## src/hdl/ssel_pkg.sv

```systemverilog
// Shared types, constants and control bundles for the spaced site selector.
`default_nettype none
package ssel_pkg;

  localparam int MAX_SITES = 64;
  localparam int IDX_W     = $clog2(MAX_SITES);
  localparam int CNT_W     = $clog2(MAX_SITES + 1);
  localparam int POS_W     = 16;
  localparam int REV_W     = 16;
  localparam int GAIN_W    = 22;
  localparam int GAP_W     = 16;

  localparam logic [GAP_W-1:0] GAP_RESET   = 16'd5;
  localparam logic             REG_MIN_GAP = 1'b0;

  typedef struct packed {
    logic [POS_W-1:0] position;
    logic [REV_W-1:0] revenue;
    logic             last;
  } ssel_in_t;

  typedef struct packed {
    logic [POS_W-1:0]  chosen_position;
    logic [GAIN_W-1:0] total_gain;
    logic              end_of_run;
  } ssel_out_t;

  // Read address source for the site tables
  typedef enum logic [1:0] {
    RD_I = 2'd0,
    RD_J = 2'd1,
    RD_P = 2'd2
  } rd_sel_t;

  typedef struct packed {
    logic    load_wr;
    logic    start;
    rd_sel_t rd_sel;
    logic    cap_site;
    logic    set_p;
    logic    clr_p;
    logic    j_dec;
    logic    cap_base;
    logic    wr_site;
    logic    i_inc;
    logic    fin;
    logic    tb_take;
    logic    tb_skip;
    logic    out_load;
    logic    out_empty;
  } ssel_cmd_t;

  typedef struct packed {
    logic close;
    logic i_zero;
    logic j_one;
    logic gap_ok;
    logic i_last;
    logic best_zero;
    logic taken;
    logic is_end;
    logic out_free;
  } ssel_stat_t;

endpackage
`default_nettype wire

```

## src/hdl/ssel_ctrl.sv

```systemverilog
// Controller: sequences loading, the per-site search, the table fill and the traceback.
`default_nettype none
module ssel_ctrl (
  input  wire logic                 clk,
  input  wire logic                 rst_n,
  input  wire logic                 in_valid,
  output logic                      in_ready,
  input  wire ssel_pkg::ssel_stat_t stat,
  output ssel_pkg::ssel_cmd_t       cmd
);

  typedef enum logic [3:0] {
    ST_LOAD,
    ST_C_RD,
    ST_C_CAP,
    ST_S_RD,
    ST_S_EV,
    ST_B_RD,
    ST_B_EV,
    ST_C_WR,
    ST_T_RD,
    ST_T_EV,
    ST_EMPTY
  } state_t;

  state_t state_r;
  state_t state_nxt;

  // Decode commands and the next state
  always_comb begin
    cmd       = '0;
    cmd.rd_sel = ssel_pkg::RD_I;
    state_nxt = state_r;
    in_ready  = 1'b0;
    unique case (state_r)
      ST_LOAD: begin
        in_ready    = 1'b1;
        cmd.load_wr = in_valid;
        if (in_valid && stat.close) begin
          cmd.start = 1'b1;
          state_nxt = ST_C_RD;
        end
      end
      ST_C_RD: begin
        cmd.rd_sel = ssel_pkg::RD_I;
        state_nxt  = ST_C_CAP;
      end
      ST_C_CAP: begin
        cmd.cap_site = 1'b1;
        if (stat.i_zero) begin
          cmd.clr_p = 1'b1;
          state_nxt = ST_C_WR;
        end else begin
          state_nxt = ST_S_RD;
        end
      end
      ST_S_RD: begin
        cmd.rd_sel = ssel_pkg::RD_J;
        state_nxt  = ST_S_EV;
      end
      ST_S_EV: begin
        cmd.rd_sel = ssel_pkg::RD_J;
        if (stat.gap_ok) begin
          cmd.set_p = 1'b1;
          state_nxt = ST_B_RD;
        end else if (stat.j_one) begin
          cmd.clr_p = 1'b1;
          state_nxt = ST_C_WR;
        end else begin
          cmd.j_dec = 1'b1;
          state_nxt = ST_S_RD;
        end
      end
      ST_B_RD: begin
        cmd.rd_sel = ssel_pkg::RD_P;
        state_nxt  = ST_B_EV;
      end
      ST_B_EV: begin
        cmd.rd_sel   = ssel_pkg::RD_P;
        cmd.cap_base = 1'b1;
        state_nxt    = ST_C_WR;
      end
      ST_C_WR: begin
        cmd.wr_site = 1'b1;
        if (stat.i_last) begin
          cmd.fin   = 1'b1;
          state_nxt = stat.best_zero ? ST_EMPTY : ST_T_RD;
        end else begin
          cmd.i_inc = 1'b1;
          state_nxt = ST_C_RD;
        end
      end
      ST_T_RD: begin
        cmd.rd_sel = ssel_pkg::RD_J;
        state_nxt  = ST_T_EV;
      end
      ST_T_EV: begin
        cmd.rd_sel = ssel_pkg::RD_J;
        if (!stat.taken) begin
          cmd.tb_skip = 1'b1;
          state_nxt   = ST_T_RD;
        end else if (stat.out_free) begin
          cmd.out_load = 1'b1;
          if (stat.is_end) begin
            state_nxt = ST_LOAD;
          end else begin
            cmd.tb_take = 1'b1;
            state_nxt   = ST_T_RD;
          end
        end
      end
      ST_EMPTY: begin
        if (stat.out_free) begin
          cmd.out_empty = 1'b1;
          state_nxt     = ST_LOAD;
        end
      end
      default: begin
        state_nxt = ST_LOAD;
      end
    endcase
  end

  // Hold state
  always_ff @(posedge clk) begin
    if (!rst_n) begin
      state_r <= ST_LOAD;
    end else begin
      state_r <= state_nxt;
    end
  end

endmodule
`default_nettype wire

```

## config.mk

```make
export PLATFORM = sky130hd
export DESIGN_NAME = ssel_ctrl
export DESIGN_NICKNAME = d
export VERILOG_FILES = /design/src/hdl/ssel_pkg.sv /design/src/hdl/ssel_ctrl.sv
export SDC_FILE = /design/constraint.sdc
export NUM_CORES = 1
export LEC_CHECK = 0
export BUFFER_PORTS_ARGS = -buffer_cell sky130_fd_sc_hd__buf_2
export CORE_UTILIZATION = 30
export DETAILED_ROUTE_END_ITERATION = 6
export SLEW_MARGIN = 20
export SYNTH_ARGS = -nofsm -noshare
export SYNTH_HDL_FRONTEND = slang
export SYNTH_SLANG_ARGS = --single-unit
```

## constraint.sdc

```tcl
create_clock -name clk -period 2.67 [get_ports clk]
set_input_delay 0.1335 -clock clk [delete_from_list [all_inputs] [get_ports clk]]
set_output_delay 0.1335 -clock clk [all_outputs]
set_load 0.05 [all_outputs]
```

# ---- Yosys cells after proc, flatten, opt, wreduce, memory -nomap -nowiden
# Index checks and enable logic that the tools add are counted.
dict set report totals {
  ff_bits 4
  out_inout_bits 17
  wordCells 55
}
dict set report classes {
  n_eq_ne 13
  muxes 36
  reduce_logical 5
}
# op n
set ops {}
lappend ops {{case mux 4 bit (11 select lines)} 1}
lappend ops {{two-way mux 4 bit} 7}
lappend ops {{two-way mux 1 bit} 19}
lappend ops {{== test 4 x 3 -> 1 bit, second input constant} 4}
lappend ops {{== test 4 bit, second input constant} 3}
lappend ops {{two-way mux 3 bit} 4}
lappend ops {{== test 4 x 2 -> 1 bit, second input constant} 2}
lappend ops {{two-way mux 2 bit} 3}
lappend ops {{== test 4 x 1 -> 1 bit, second input constant} 1}
lappend ops {{zero test 4 bit} 1}
lappend ops {{inequality test 2 bit, second input constant} 2}
lappend ops {{case mux 2 bit (2 select lines)} 1}
lappend ops {{OR reduction 4 bit} 1}
lappend ops {{inequality test 3 bit, second input constant} 1}
lappend ops {{AND reduction 3 bit} 1}
lappend ops {{case mux 1 bit (2 select lines)} 1}
lappend ops {{OR reduction 2 bit} 1}
lappend ops {{logical AND 1 bit} 1}

# ---- Longest topological paths before layout
dict set report logic_depth {
  ltp_word 4
  ltp_mapped 4
  depth_no_buf 3
}

# ---- Worst setup path after synthesis
# No wires, ideal clock.
dict set report synth_path {
  kind {register -> output}
  from {register state_r[2]}
  to {output port cmd[14] (netlist bit)}
  arrival_time_ps 2106
  required_ps 2536
  setup_slack_ps 430
  path_stages_with_launch 4
  n_path_buf 1
  cell_sequence {dfxtp_1 buf_2 nor4_2 and3_1}
}
# item line_no
set synth_rtl {}
lappend synth_rtl {{start: declaration} ssel_ctrl.sv:26} ;# state_t state_r;
lappend synth_rtl {{start signal: assignment} ssel_ctrl.sv:129} ;# state_r <= state_nxt;
lappend synth_rtl {{end: declaration} ssel_ctrl.sv:9} ;# output ssel_pkg::ssel_cmd_t cmd

==> impl_metrics.csv <==
group,metric,value,unit
status,status,"completed",
timing,slew_headroom,0.659,
floorplan,die-area,1670,um^2
worst_setup_path,path_max_fanout,15,
worst_setup_path,max_stage_delay,0.57,ns
logic_synthesis,synthDistinctLibCells,32,
power,p_int,0.270,mW
finish,largest_reg_flops,4,
clocking,clkLatencyLatePin,0.23,ns
finish,drive_gt1_frac,0.391,
placed_design,dp_hpwl,838,um
power,seqPwrFrac,0.237,
logic_synthesis,ys_ff_latch,4,
floorplan,start_util,0.335,
timing,final.setup_skew,0.00165,ns
finish,top_regs,"state_r x4",
logic_synthesis,syn_area,453,um^2
timing,hold_viol,0,
timing,worst_pin_slew,0.510,ns
finish,diodes,0,
placed_design,port_buffers,28,
timing,setup_slack,0.709,ns
placed_design,place.gp.congestion,0.779,
clocking,postCtsSetupBuffers,0,
finish,final_nets,101,
clocking,cts_buffers,3,
finish,top_register,"state_r",
power,p_leak,0.330,nW
drt,vias,534,
clocking,cts_tree,"built",
logic_synthesis,yosysSeqAreaShare,0.177,
clocking,h-tree-depth,1,
timing,min_period,1.96,ns
worst_setup_path,slowest_stage,"dfxtp_1",
logic_synthesis,ys_warn_count,0,
worst_setup_path,start_kind,"flip-flop",
power,vdd_drop_max,0.461,mV
floorplan,die_w,40.9,um
grt,antenna_found_initial,0,
drt,first_iter_violations,6,
floorplan,rows,13,
timing,fmax,0.510,GHz
floorplan,coreArea,1350,um^2
hold_path,hold_path_class,"in -> reg",
power,powerDensity,1040,nW/um^2
power,switching_share,0.578,
finish,fill_cells,146,
drt,vias_per_cell,5.24,
logic_synthesis,synth.avg_cell_area,7.55,um^2
finish,regArea,80.1,um^2
timing,hold_ws,0.156,ns
worst_setup_path,crit_type,"reg -> out",
logic_synthesis,synth_area_leaders,"dfxtp_1, nor2b_1, and3_1, nor2_1, o32ai_2",
drt,dr.pass1.iters,4,
timing,grt_setup_unrepaired,"no",
clocking,cts.reportedPaths.clkPinSlew,0.04,ns
power,clkPwrFrac,0.114,
grt,gr-usage-all-layers,0.158,
grt,first_global_vias,431,
logic_synthesis,synth_area_leader_cell,"dfxtp_1",
floorplan,pin_count,29,
drt,wire_per_inst,11.0,um
grt,grt_pass1_wl,1730,um
timing,finalSetupTns,0,ns
clocking,clockRootBuffer,"clkbuf_4",
flow_run,cap_violations,0,
power,comb_power_share,0.650,
clocking,post_cts_resized,0,
power,p_sw,0.369,mW
finish,instances_no_fill,102,
drt,drtAntennaViolNets,0,
grt,grt_max_degree,18,
placed_design,pre_cts_ws,0.974,ns
timing,fin_crit_sh,0.735,
grt,grt_overflow,0,
placed_design,dp.cells,99,
clocking,numClockSinks,4,
timing,setup_viol,0,
worst_setup_path,cp-end-kind,"primary output",
finish,area_delta_synth_final,35.1,%
floorplan,die_h,40.9,um
logic_synthesis,syn-num-nets,72,
timing,drv_slew,0,
logic_synthesis,synth_top_area_frac,0.177,
logic_synthesis,synth_edf_count,0,
finish,multi_input_area,335,um^2
worst_setup_path,arrival,1.83,ns
logic_synthesis,synthCells,60,
clocking,clock_path_buffers,2,
drt,routed_wl,1120,um
clocking,hold_buffers,0,
worst_setup_path,crit_required,2.54,ns
worst_setup_path,cp_cell_sequence,"or4b_4, nor2_1, a21o_1, buf_2",
logic_synthesis,async_flop_share,0,
drt,drc,0,
logic_synthesis,synth_top_flop_cell,"dfxtp_1",
-- per-layer routing --
metal	wire length, um	part of all wire	up-vias	track usage
met3	63	0.056	2	0.0326
met5	0	0	-	0
met2	487	0.44	20	0.238
met1	547	0.49	235	0.202
li1	-	-	277	-
met4	19	0.017	0	0.100
-- power by group through the flow --
stage,logic [mW],clock network (mW),registers (mW)
5_1_grt,0.454,0.0820,0.162
4_1_cts,0.418,0.0775,0.151
3_3_place_gp,0.419,0,0.150
3_5_place_dp,0.417,0,0.152
2_1_floorplan,0.393,0,0.0988
6_report,0.415,0.0726,0.151
-- cell usage after synthesis, drive strengths merged, types with 2 or more instances --
cell type	count
dfxtp	4
nor3	2
and3	4
and2	2
nor2	6
buf	4
o21ai	3
inv	4
nand2b	2
a21oi	2
nor2b	6
nand3	2
-- cells in the final DEF, fill, tap and decap left out, types with 2 or more instances in the layout --
cell	synthesis	layout
and2_1	2	2
inv_1	4	4
clkbuf_4	0	3
nor2_1	6	6
a21oi_1	2	2
nor3_1	2	2
buf_2	3	28
and3_1	4	4
nor2b_1	6	6
dfxtp_1	4	4
nand2b_1	2	2
nand3_1	2	2
o21ai_0	3	3
-- critical path: cells and delay by family, from the launching register on --
family / cells / cell delay (ns)
AOI/OAI and AO/OA: 1 / 0.11
and+or+nand+nor: 2 / 0.66
DFF: 1 / 0.57
buffers and inverters: 1 / 0.25
-- per-stage QoR --
step	utilization	area [um^2]	power [mW]
2_1_floorplan	-	453	0.492
3_3_place_gp	0.437	589	0.569
3_5_place_dp	0.437	589	0.569
4_1_cts	0.453	612	0.647
5_1_grt	0.453	612	0.698
6_report	0.453	612	0.639
-- worst paths after layout --
check                                                to  depth (start not counted)  slack [ns]                    start
worst min register to register  state_r[1]$_SDFFE_PN0P_                          2        0.81  state_r[0]$_SDFFE_PN0P_
worst max register to register  state_r[2]$_SDFFE_PN0P_                          3        1.19  state_r[2]$_SDFFE_PN0P_
worst max-delay path                             cmd[9]                          4        0.71  state_r[2]$_SDFFE_PN0P_
worst min-delay path            state_r[3]$_SDFFE_PN0P_                          2        0.16                    rst_n
-- cell type report --
class / count / share of cell area
clock buffers: 3 / 0.0368
inverters: 4 / 0.0245
multi-input cells: 48 / 0.548
flip-flops and latches: 4 / 0.131
well taps: 15 / 0.0307
repair buffers: 28 / 0.229
-- logic make-up (layout without fill, tap and decap cells) --
kind of cell    Yosys count  count (layout)  share of synthesized area
compound gates           15              15                      0.254
flops                     4               4                      0.177
simple gates             32              32                      0.467
xor+xnor                  1               1                     0.0193
buf+inv                   8              35                     0.0829
Power figures use the tool's default switching activity.
